`src/hdl/maf_pkg.sv`:
```
`default_nettype none

package maf_pkg;

   // Widths fixed by the sample format and the configuration register.
   localparam int SAMPLE_W = 16;
   localparam int CSR_W    = 7;

   // Sequencer states of the filter.
   typedef enum logic [2:0] {
      ST_IDLE,
      ST_FETCH,
      ST_UPDATE,
      ST_MUL,
      ST_LAUNCH,
      ST_DIV,
      ST_HOLD
   } maf_state_type;

   // Status of the bit-serial divider.
   typedef struct packed {
      logic busy;
      logic done;
   } div_stat_type;

endpackage

`default_nettype wire

```
`src/hdl/maf_ram.sv`:
```
`default_nettype none

module maf_ram #(
   parameter int WIDTH = 16,
   parameter int DEPTH = 64
) (
   input  wire logic                     clock,
   input  wire logic                     wr_en,
   input  wire logic [$clog2(DEPTH)-1:0] wr_addr,
   input  wire logic [WIDTH-1:0]         wr_data,
   input  wire logic                     rd_en,
   input  wire logic [$clog2(DEPTH)-1:0] rd_addr,
   output logic      [WIDTH-1:0]         rd_data
);

   logic [WIDTH-1:0] mem_ff [DEPTH];
   logic [WIDTH-1:0] rd_data_ff;

   // One write port and one registered read port.
   always_ff @(posedge clock) begin
      if (wr_en) begin
         mem_ff[wr_addr] <= wr_data;
      end
      if (rd_en) begin
         rd_data_ff <= mem_ff[rd_addr];
      end
   end

   assign rd_data = rd_data_ff;

endmodule

`default_nettype wire

```
`src/hdl/maf_serial_div.sv`:
```
`default_nettype none

module maf_serial_div #(
   parameter int DIVIDEND_W = 22,
   parameter int DIVISOR_W  = 7
) (
   input  wire logic                                clock,
   input  wire logic                                reset,
   input  wire logic                                start,
   input  wire logic signed [DIVIDEND_W-1:0]        dividend,
   input  wire logic        [DIVISOR_W-1:0]         divisor,
   output maf_pkg::div_stat_type                    stat,
   output logic signed      [maf_pkg::SAMPLE_W-1:0] quotient
);

   import maf_pkg::*;

   localparam int CNT_W = $clog2(DIVIDEND_W + 1);

   logic                  busy_ff, busy_in;
   logic                  done_ff, done_in;
   logic [CNT_W-1:0]      cnt_ff, cnt_in;
   logic [DIVISOR_W-1:0]  rem_ff, rem_in;
   logic [DIVISOR_W-1:0]  dvs_ff, dvs_in;
   logic [DIVIDEND_W-1:0] quo_ff, quo_in;
   logic                  neg_ff, neg_in;

   logic [DIVIDEND_W-1:0] dvd_u;
   logic [DIVIDEND_W-1:0] mag;
   logic [DIVISOR_W:0]    trial;
   logic [DIVISOR_W:0]    diff;
   logic                  fits;
   logic [SAMPLE_W-1:0]   q_low;

   // Magnitude of the dividend; the sign is applied to the quotient at the end.
   always_comb begin
      dvd_u = dividend;
      mag   = dvd_u[DIVIDEND_W-1] ? (~dvd_u + 1'b1) : dvd_u;
   end

   // One restoring step: bring down the next dividend bit and try to subtract.
   always_comb begin
      trial = {rem_ff, quo_ff[DIVIDEND_W-1]};
      diff  = trial - {1'b0, dvs_ff};
      fits  = (trial >= {1'b0, dvs_ff});
   end

   always_comb begin
      busy_in = busy_ff;
      done_in = 1'b0;
      cnt_in  = cnt_ff;
      rem_in  = rem_ff;
      dvs_in  = dvs_ff;
      quo_in  = quo_ff;
      neg_in  = neg_ff;
      priority if (start) begin
         busy_in = 1'b1;
         cnt_in  = CNT_W'(DIVIDEND_W);
         rem_in  = '0;
         dvs_in  = divisor;
         quo_in  = mag;
         neg_in  = dividend[DIVIDEND_W-1];
      end else if (busy_ff) begin
         rem_in = fits ? diff[DIVISOR_W-1:0] : trial[DIVISOR_W-1:0];
         quo_in = {quo_ff[DIVIDEND_W-2:0], fits};
         cnt_in = cnt_ff - 1'b1;
         if (cnt_ff == CNT_W'(1)) begin
            busy_in = 1'b0;
            done_in = 1'b1;
         end
      end
   end

   always_ff @(posedge clock) begin
      if (reset) begin
         busy_ff <= 1'b0;
         done_ff <= 1'b0;
         cnt_ff  <= '0;
      end else begin
         busy_ff <= busy_in;
         done_ff <= done_in;
         cnt_ff  <= cnt_in;
      end
      rem_ff <= rem_in;
      dvs_ff <= dvs_in;
      quo_ff <= quo_in;
      neg_ff <= neg_in;
   end

   // The mean of 16-bit samples always fits 16 bits; negate for a negative total.
   assign q_low     = quo_ff[SAMPLE_W-1:0];
   assign quotient  = neg_ff ? (~q_low + 1'b1) : q_low;
   assign stat.busy = busy_ff;
   assign stat.done = done_ff;

endmodule

`default_nettype wire

```
`src/hdl/moving_average_filter_unit.sv`:
```
// Each accepted item reads the window store, updates the running total and is divided
// by the length; the first item after reset or a length write first forms a preload product.
// No new item is taken until the result is loaded into the output register, which waits
// while the result side stalls; the bit-serial divider produces one quotient bit per cycle.
// Reset is synchronous and active high; it sets the length to DEFAULT_LEN (clamped to
// 1..MAX_LENGTH) and the next item preloads the window. The sample store needs no clearing pass.
`default_nettype none

module moving_average_filter_unit #(
   parameter int MAX_LENGTH  = 64,
   parameter int DEFAULT_LEN = 16
) (
   input  wire logic                                clock,
   input  wire logic                                reset,
   input  wire logic                                req_valid,
   output logic                                     req_stall,
   input  wire logic signed [maf_pkg::SAMPLE_W-1:0] req_sample,
   output logic                                     rsp_valid,
   input  wire logic                                rsp_stall,
   output logic signed      [maf_pkg::SAMPLE_W-1:0] rsp_average,
   input  wire logic                                csr_wr_en,
   input  wire logic        [maf_pkg::CSR_W-1:0]    csr_wr_data
);

   import maf_pkg::*;

   localparam int POS_W     = $clog2(MAX_LENGTH);
   localparam int LEN_W     = $clog2(MAX_LENGTH + 1);
   localparam int TOTAL_W   = SAMPLE_W + $clog2(MAX_LENGTH);
   localparam int MUL_CNT_W = $clog2(LEN_W + 1);
   localparam int CMP_W     = (LEN_W > CSR_W) ? LEN_W : CSR_W;
   localparam int DEF_CLAMP = (DEFAULT_LEN < 1) ? 1 :
                              ((DEFAULT_LEN > MAX_LENGTH) ? MAX_LENGTH : DEFAULT_LEN);

   maf_state_type state_ff, state_in;

   logic [LEN_W-1:0]          len_ff, len_in;
   logic [POS_W-1:0]          pos_ff, pos_in;
   logic                      full_ff, full_in;
   logic                      first_ff, first_in;
   logic signed [SAMPLE_W-1:0] x_ff, x_in;
   logic signed [SAMPLE_W-1:0] first_x_ff, first_x_in;
   logic signed [TOTAL_W-1:0] total_ff, total_in;
   logic [LEN_W-1:0]          mul_sr_ff, mul_sr_in;
   logic [MUL_CNT_W-1:0]      mul_cnt_ff, mul_cnt_in;
   logic                      rsp_valid_ff, rsp_valid_in;
   logic signed [SAMPLE_W-1:0] rsp_average_ff, rsp_average_in;

   logic                      accept;
   logic                      out_free;
   logic                      ram_rd_en;
   logic                      ram_wr_en;
   logic                      div_start;
   logic                      out_load;
   logic                      mul_run;
   logic [SAMPLE_W-1:0]       ram_rd_data;
   logic signed [SAMPLE_W-1:0] old_sample;
   logic signed [TOTAL_W-1:0] x_ext;
   logic signed [TOTAL_W-1:0] old_ext;
   logic [LEN_W-1:0]          pos_plus;
   logic                      pos_wrap;
   logic [CMP_W-1:0]          cfg_wide;
   logic [LEN_W-1:0]          cfg_len;
   div_stat_type              div_stat;
   logic signed [SAMPLE_W-1:0] div_quotient;

   assign accept   = req_valid && !req_stall;
   assign out_free = !rsp_valid_ff || !rsp_stall;

   // Window store: one entry written per item, read in the cycle before the update.
   maf_ram #(
      .WIDTH (SAMPLE_W),
      .DEPTH (MAX_LENGTH)
   ) u_window_ram (
      .clock   (clock),
      .wr_en   (ram_wr_en),
      .wr_addr (pos_ff),
      .wr_data (x_ff),
      .rd_en   (ram_rd_en),
      .rd_addr (pos_ff),
      .rd_data (ram_rd_data)
   );

   // Bit-serial divider for the running total over the window length.
   maf_serial_div #(
      .DIVIDEND_W (TOTAL_W),
      .DIVISOR_W  (LEN_W)
   ) u_div (
      .clock    (clock),
      .reset    (reset),
      .start    (div_start),
      .dividend (total_ff),
      .divisor  (len_ff),
      .stat     (div_stat),
      .quotient (div_quotient)
   );

   // A zero length acts as one; a length above the store acts as the full store.
   always_comb begin
      cfg_wide = CMP_W'(csr_wr_data);
      priority if (cfg_wide == '0) begin
         cfg_len = LEN_W'(1);
      end else if (cfg_wide > CMP_W'(MAX_LENGTH)) begin
         cfg_len = LEN_W'(MAX_LENGTH);
      end else begin
         cfg_len = LEN_W'(cfg_wide);
      end
   end

   // Entries not yet overwritten since the restart still hold the preload sample.
   always_comb begin
      old_sample = full_ff ? $signed(ram_rd_data) : first_x_ff;
      x_ext      = TOTAL_W'(x_ff);
      old_ext    = TOTAL_W'(old_sample);
      pos_plus   = LEN_W'(pos_ff) + 1'b1;
      pos_wrap   = (pos_plus >= len_ff);
   end

   // Next state.
   always_comb begin
      state_in = state_ff;
      unique case (state_ff)
         ST_IDLE: begin
            if (req_valid) begin
               state_in = ST_FETCH;
            end
         end
         ST_FETCH: begin
            state_in = ST_UPDATE;
         end
         ST_UPDATE: begin
            state_in = first_ff ? ST_MUL : ST_LAUNCH;
         end
         ST_MUL: begin
            if (mul_cnt_ff == MUL_CNT_W'(1)) begin
               state_in = ST_LAUNCH;
            end
         end
         ST_LAUNCH: begin
            state_in = ST_DIV;
         end
         ST_DIV: begin
            if (div_stat.done) begin
               state_in = out_free ? ST_IDLE : ST_HOLD;
            end
         end
         ST_HOLD: begin
            if (out_free) begin
               state_in = ST_IDLE;
            end
         end
         default: begin
            state_in = ST_IDLE;
         end
      endcase
   end

   // Sequencer outputs.
   always_comb begin
      req_stall = (state_ff != ST_IDLE);
      ram_rd_en = (state_ff == ST_FETCH);
      ram_wr_en = (state_ff == ST_UPDATE);
      mul_run   = (state_ff == ST_MUL);
      div_start = (state_ff == ST_LAUNCH);
      out_load  = ((state_ff == ST_DIV) && div_stat.done && out_free) ||
                  ((state_ff == ST_HOLD) && out_free);
   end

   // Window bookkeeping, running total and the serial preload product.
   always_comb begin
      len_in     = len_ff;
      pos_in     = pos_ff;
      full_in    = full_ff;
      first_in   = first_ff;
      x_in       = x_ff;
      first_x_in = first_x_ff;
      total_in   = total_ff;
      mul_sr_in  = mul_sr_ff;
      mul_cnt_in = mul_cnt_ff;

      if (accept) begin
         x_in = req_sample;
      end

      if (ram_wr_en) begin
         pos_in  = pos_wrap ? '0 : POS_W'(pos_plus);
         full_in = full_ff || pos_wrap;
         if (first_ff) begin
            first_in   = 1'b0;
            first_x_in = x_ff;
            total_in   = '0;
            mul_sr_in  = len_ff;
            mul_cnt_in = MUL_CNT_W'(LEN_W);
         end else begin
            total_in = total_ff + x_ext - old_ext;
         end
      end

      // Preload total = sample times length, one length bit per cycle from the top.
      if (mul_run) begin
         total_in   = (total_ff <<< 1) + (mul_sr_ff[LEN_W-1] ? x_ext : '0);
         mul_sr_in  = mul_sr_ff << 1;
         mul_cnt_in = mul_cnt_ff - 1'b1;
      end

      // A length write restarts the filter with a fresh preload.
      if (csr_wr_en) begin
         len_in   = cfg_len;
         pos_in   = '0;
         full_in  = 1'b0;
         first_in = 1'b1;
         total_in = '0;
      end
   end

   // Output register, so a waiting item does not block the input side.
   always_comb begin
      rsp_valid_in   = rsp_valid_ff;
      rsp_average_in = rsp_average_ff;
      priority if (out_load) begin
         rsp_valid_in   = 1'b1;
         rsp_average_in = div_quotient;
      end else if (rsp_valid_ff && !rsp_stall) begin
         rsp_valid_in = 1'b0;
      end
   end

   always_ff @(posedge clock) begin
      if (reset) begin
         state_ff     <= ST_IDLE;
         len_ff       <= LEN_W'(DEF_CLAMP);
         pos_ff       <= '0;
         full_ff      <= 1'b0;
         first_ff     <= 1'b1;
         total_ff     <= '0;
         mul_cnt_ff   <= '0;
         rsp_valid_ff <= 1'b0;
      end else begin
         state_ff     <= state_in;
         len_ff       <= len_in;
         pos_ff       <= pos_in;
         full_ff      <= full_in;
         first_ff     <= first_in;
         total_ff     <= total_in;
         mul_cnt_ff   <= mul_cnt_in;
         rsp_valid_ff <= rsp_valid_in;
      end
      x_ff           <= x_in;
      first_x_ff     <= first_x_in;
      mul_sr_ff      <= mul_sr_in;
      rsp_average_ff <= rsp_average_in;
   end

   assign rsp_valid   = rsp_valid_ff;
   assign rsp_average = rsp_average_ff;

endmodule

`default_nettype wire

```
`config.mk`:
```
export PLATFORM = sky130hd
export DESIGN_NAME = moving_average_filter_unit
export DESIGN_NICKNAME = d
export VERILOG_FILES = /design/src/hdl/maf_pkg.sv /design/src/hdl/maf_ram.sv /design/src/hdl/maf_serial_div.sv /design/src/hdl/moving_average_filter_unit.sv
export SDC_FILE = /design/constraint.sdc
export NUM_CORES = 1
export LEC_CHECK = 0
export ABC_AREA = 1
export ABC_CLOCK_PERIOD_IN_PS = 3690
export BUFFER_PORTS_ARGS = -buffer_cell sky130_fd_sc_hd__buf_2
export CAP_MARGIN = 20
export CELL_PAD_IN_SITES_DETAIL_PLACEMENT = 1
export CELL_PAD_IN_SITES_GLOBAL_PLACEMENT = 1
export CORE_MARGIN = 4
export CORE_UTILIZATION = 30
export CTS_CLUSTER_SIZE = 10
export DETAILED_ROUTE_END_ITERATION = 8
export PLACE_DENSITY_LB_ADDON = 0.1
export SLEW_MARGIN = 30
export SYNTH_ARGS = -nofsm -noshare
export SYNTH_HDL_FRONTEND = slang
export SYNTH_SLANG_ARGS = --single-unit
```
`constraint.sdc`:
```
create_clock -name clock -period 3.69 [get_ports clock]
set_input_delay 0.738 -clock clock [delete_from_list [all_inputs] [get_ports clock]]
set_output_delay 0.738 -clock clock [all_outputs]
set_load 0.05 [all_outputs]
```
==> results of run 1 <==
==> through the flow <==
step	hold WS (ns)	instances	power, mW	setup WS, ns
after CTS	0.09579	6658	34.02	0.6452
after floorplan	0.4064	4168	18.88	0.3208
after detailed placement	0.4360	6448	20.97	0.6304
after global placement	0.4353	6448	20.96	0.5984
after global routing	0.1099	6663	35.13	0.3172
final	0.1670	6669	33.58	0.6525
==> cell usage after synthesis (7+ instances only) <==
library cell  count
nand2_1        1314
edfxtp_1       1124
xnor2_1           7
a21oi_1          84
nor2_4            8
nand3_1         180
o2111ai_1        14
nor3_1           16
a22oi_1         118
xor2_1           34
inv_1           317
o21ai_0         128
ha_1             64
fa_1             23
inv_2            16
dfxtp_1          59
o211ai_1         11
o21ai_1          39
a22o_1            8
nand4_1         154
clkbuf_1         32
nor2_1          218
nand3b_1         17
buf_4            10
buf_6            12
buf_2            89
==> layout make-up <==
class	count	area share [%]
well taps	2175	4.695
diodes	9	0.03886
clock inverters	32	0.4620
repair buffers	254	3.750
multi-input cells	2503	21.90
clock buffers	178	6.692
flip-flops and latches	1183	60.27
inverters	335	2.191
==> report_power, final <==
| part | internal [mW] | leakage [nW] | switching (mW) |
|---|---|---|---|
| clock network | 7.42 | 2.02 | 5.50 |
| logic | 1.23 | 8.38 | 3.52 |
| registers | 15.6 | 10.6 | 0.277 |
==> sequential cells by signal (all words and copies together) (netlist names), 5 cells and up <==
signal                flops
u_div.rem_ff              7
u_div.cnt_ff              5
u_window_ram.mem_ff    1024
rsp_average              16
total_ff                 22
u_div.quo_ff             22
len_ff                    7
u_window_ram.rd_data     16
first_x_ff               16
u_div.dvs_ff              7
x_ff                     16
mul_sr_ff                 7
pos_ff                    6
==> routing by layer <==
layer / global-route usage (%) / vias up / part of all wire [%]
met5: 0 / - / 0.0092
met4: 6.310 / 2 / 2.9
met2: 32.31 / 652 / 47
met1: 27.35 / 16700 / 46
li1: - / 15080 / -
met3: 3.260 / 214 / 4.1
==> kinds of logic (layout without fill, tap and decap cells) <==
kind of cell	count (synthesis)	after routing	share of synthesized area (%)
buf+inv	482	799	4.146
simple gates	1934	1934	16.41
xor+xnor	41	41	0.7261
compound gates	441	441	5.538
other cells	0	9	0
flops	1183	1183	70.63
fa+ha+maj	87	87	2.550
==> final timing paths <==
path                   startpoint                  endpoint  cells after the start
setup / recovery        pos_ff[2]  u_window_ram.rd_data[10]                     10
hold / removal      req_sample[4]                   x_ff[4]                      1
setup reg to reg        pos_ff[2]  u_window_ram.rd_data[10]                     10
hold reg to reg   u_div.quo_ff[0]            rsp_average[0]                      0
==> critical path: cells and delay by family (launching register included) <==
family          cells  cell delay (ns)
buf+inv             2             0.42
compound gates      1             0.46
simple gates        7             1.24
flops               1             0.59
==> metrics.txt, run 1 <==
WS Path Type=register to register; largest net degree at the start of global routing=67; number of synthesized flops with an enable pin=1,124; library cells used by synthesis=53; CTS clk-pin slew, worst paths=roughly 0.060 ns; CP Capture Type=register; status=finished clean; Fmax=329.2 MHz; top cell type's share of synthesized area=68.25%; PwrDens=a little under 600 nW/um^2; synthesized cell area=just under 50,000 um^2; Slew HR=between 30% and 40%; sequential cell area=roughly 35,000 um^2; Die ar.=roughly 170,000 um^2; final wirelength=between 150,000 and 200,000 um; DRC Markers=0; proportion of layout cells with a drive suffix above 1=approximately an eighth; Synth Flop Type=edfxtp_1; post_cts resized=0; Vias=32,648; commonest cells after routing, fill and taps aside=nand2_1, edfxtp_1, inv_1; synthesized netlist cell count=4,168; CP startpoint kind=register; arrival time worst endpoint=3.51 ns; final cycle utilization of the critical path=82.32%; H-tree levels=4; Final Instance Area=approximately 58,000 um^2; post-synth net total=4,283; vias per cell=between 4 and 5; DRT antenna net count=0; most common cell after layout, fill and taps aside=nand2_1; Core Region=163,300 um^2; maxcap violations=0; max incr delay on CP=0.59 ns; Root Driver=clkbuf_16; CTS tree=yes; average size of a mapped cell=11.87 um^2; multi-input logic area=12,690 um^2; sequential-to-total area share from yosys stat=70.63%; final slew viol count=0; vias in the first global route=33,598; Worst-Skew Late Latency=0.77 ns; Die Ht=414.0 um; ys async rst share=0%; Die Wd=414.0 um; Synth Warn #=0; grt ovf=0; final setup TNS=0 ns; Synth area leader=edfxtp_1; Final Hold Viols=0; Worst-Margin Slew=0.9796 ns; CTS Buffer Depth=3; area grow syn2layout=17.19%; maximum vdd drop=0.3892 mV; clock sink count=1,183; initial antenna violation count=14; IO Port Bufs=45; R2R setup slack=~0.65 ns; fin nets=4,536; CTS Buf Count=144; Util after Layout=35.49%; CP max FO=36; Placed Area=53,730 um^2; Area contributors post-synth=edfxtp_1, nand2_1, inv_1, dfxtp_1, nand4_1; Period minus WS final=3.038 ns; Post-DP HPWL=109,600 um; CP cell instances=inv_2, nand2_1, nor2_4, buf_12, nand2_1, nand4_1, o21ai_0, nand2_1, nor2_1, nand2_1; gr usage total=between 10% and 20%; number of synthesized register bits=1,183; Avg WL per Cell=26.04 um; fillers=17,584; WP data required=4.16 ns; Hold Crit Class=input port to register; Final setup viols=0; Initial DRC Count=2,481; Post-Route Skew=0.03435 ns; Post-CTS Hold Buffers=0; IO Pins=46; post-CTS setup buffer count=0; Initial Util=30.28%; cell row count=148; Placer Congestion=0.7983; static leakage=20.99 nW; RSZ-0062 raised after global routing=no; first-pass GRT wire length=~250,000 um; CP dominant cell by count=nand2_1; slowest stage cell, crit path=dfxtp_1; Detailed Routing Iterations Pass 1=6
(Power assumes the default switching activity.)
==> inputs of run 2 (changes only) <==
ABC_CLOCK_PERIOD_IN_PS = 2500   (was 3690)
clock period = 2.5 ns   (was 3.69 ns; I/O delays follow)
==> metrics.txt, run 2 (synthesis gave the netlist of run 1 again) <==
Detailed Routing Iterations Pass 1=6 (unchanged); CP cell instances=inv_2, or2_4, o21ai_2, buf_6, clkinvlp_4, fa_1, inv_2, ha_4, nand2_4, nor2_4, inv_2, nor3_2, nand2_1, nand3_2, nand2_1, nor2_1, nor2_1, nor2_1; Slew HR=34.88% (+0.18 points); grt ovf=0 (unchanged); H-tree levels=4 (unchanged); Core Region=163,300 um^2 (unchanged); final slew viol count=0 (unchanged); final setup TNS=-2.510 ns (-2.510 ns); Post-Route Skew=0.02939 ns (-0.004956 ns); PwrDens=829.9 nW/um^2 (+43%); Initial DRC Count=2,365 (-4.7%); commonest cells after routing, fill and taps aside=nand2_1, edfxtp_1, buf_4; Util after Layout=38.65% (+3.2 points); Avg WL per Cell=25.16 um (-3.4%); DRT antenna net count=0 (unchanged); WP data required=3.19 ns (-0.97 ns); Hold Crit Class=input port to register; Post-DP HPWL=118,200 um (+7.9%); CP Capture Type=register; initial antenna violation count=9 (-5); WS Path Type=register to register; R2R setup slack=-0.37 ns (-1.02 ns); RSZ-0062 raised after global routing=yes; Final setup viols=12 (+12); largest registers=u_window_ram.mem_ff: 1024 flops, total_ff: 22 flops, u_div.quo_ff: 22 flops; static leakage=23.43 nW (+12%); DRC Markers=0 (unchanged); max incr delay on CP=0.56 ns (-0.03 ns); Fmax=348.3 MHz (+5.8%); cell row count=148 (unchanged); largest net degree at the start of global routing=67 (unchanged); Vias=34,263 (+4.9%); CP max FO=6 (-83%); maximum vdd drop=0.6630 mV (+70%); CP startpoint kind=register; vias per cell=4.838 (-1.2%); vias in the first global route=35,697 (+6.2%); max reg flops=1,024 (unchanged); final cycle utilization of the critical path=114.8% (+33 points); status=finished, violations left; CTS clk-pin slew, worst paths=0.05 ns (about the same); CTS Buf Count=145 (+0.69%); fin nets=4,943 (+9.0%); CTS Buffer Depth=3 (unchanged); gr usage total=20.37% (+0.45 points); IO Port Bufs=45 (unchanged); Worst-Skew Late Latency=0.77 ns (about the same); Root Driver=clkbuf_16; Top reg by flops=u_window_ram.mem_ff; Die Wd=414.0 um (unchanged); Period minus WS final=2.871 ns (-0.1664 ns); most common cell after layout, fill and taps aside=nand2_1; Worst-Margin Slew=0.9769 ns (-0.002700 ns); Die ar.=171,400 um^2 (unchanged); clock sink count=1,183 (unchanged); first-pass GRT wire length=256,500 um (+3.3%); maxcap violations=0 (unchanged); proportion of layout cells with a drive suffix above 1=23.29% (+11 points); Placed Area=57,620 um^2 (+7.2%); IO Pins=46 (unchanged); Die Ht=414.0 um (unchanged); slowest stage cell, crit path=fa_1; Placer Congestion=0.8119 (+1.7%); WHS=0.05278 ns (-0.1142 ns); setup slack after layout=-0.3711 ns (-1.024 ns); Final Hold Viols=0 (unchanged); CTS tree=yes; area grow syn2layout=27.63%; Initial Util=30.28% (unchanged); Final Instance Area=63,120 um^2 (+8.9%); final wirelength=178,200 um (+2.6%); failing checks=negative setup slack; arrival time worst endpoint=3.56 ns (+0.05 ns)
==> run 2: changes by cell type in the layout (fill, tap and decap cells not counted), sizes merged <==
| cell | before | now |
|---|---|---|
| clkinvlp | 0 | 2 |
| buf | 254 | 645 |
| bufbuf | 0 | 1 |
| clkinv | 28 | 26 |
| bufinv | 1 | 2 |
| clkbuf | 178 | 190 |
| dlygate4sd3 | 0 | 13 |
| diode | 9 | 4 |
==> run 2: area by class of cell <==
class                   instances  area (um^2)
clock inverters                33        376.6
inverters                     335         1281
repair buffers                660         6262
well taps                    2175         2721
clock buffers                 189         3857
fillers                     17388       100200
diodes                          4        10.01
multi-input cells            2503        13670
flip-flops and latches       1183        34950
==> run 2: repair_timing <==
action | in CTS | in global routing
pin swaps | 33 | 85
hold buffers | 11 | 2
cloned | 2 | 1
resized for setup | 124 | 129
setup buffers | 21 | 14
endpoints found under the setup margin | 123 | 43
endpoints found under the hold margin | 10 | 2
==> run 2: per-stage QoR <==
step	cells	power, mW	setup slack, ns
3_3_place_gp	6811	32.48	-0.4468
5_1_grt	7078	54.70	-0.5910
4_1_cts	7066	52.73	-0.3556
3_5_place_dp	6811	32.60	-0.4569
6_report	7082	52.39	-0.3711
2_1_floorplan	4168	28.39	-0.5472
==> run 2: power breakdown <==
| part | switching, mW | internal [mW] |
|---|---|---|
| logic | 6.16 | 3.49 |
| registers | 0.268 | 23.1 |
| clock network | 8.39 | 11.0 |
| total | 14.8 | 37.6 |
==> run 2: path summary, 6_finish.rpt <==
path | startpoint | to | depth (start not counted)
setup / recovery | full_ff | total_ff[17] | 18
setup reg to reg | full_ff | total_ff[17] | 18
hold reg to reg | u_div.quo_ff[0] | rsp_average[0] | 0
hold / removal | req_sample[9] | x_ff[9] | 1
==> run 2: routing by layer <==
layer,vias to the layer above,routed length [um],track usage [%]
met4,0,3726,4.677
met5,-,0,0
met1,17635,82320,27.97
li1,15897,-,-
met2,553,86410,34.51
met3,178,5749,2.497
==> run 2: critical path, delay by kind of cell, from the launching register on <==
kind	cells	cell delay, ns
AND/OR/NAND/NOR	10	1.07
adder cells (fa/ha/maj)	2	0.86
buffers and inverters	5	0.47
flip-flops	1	0.34
AO/OA/AOI/OAI	1	0.06
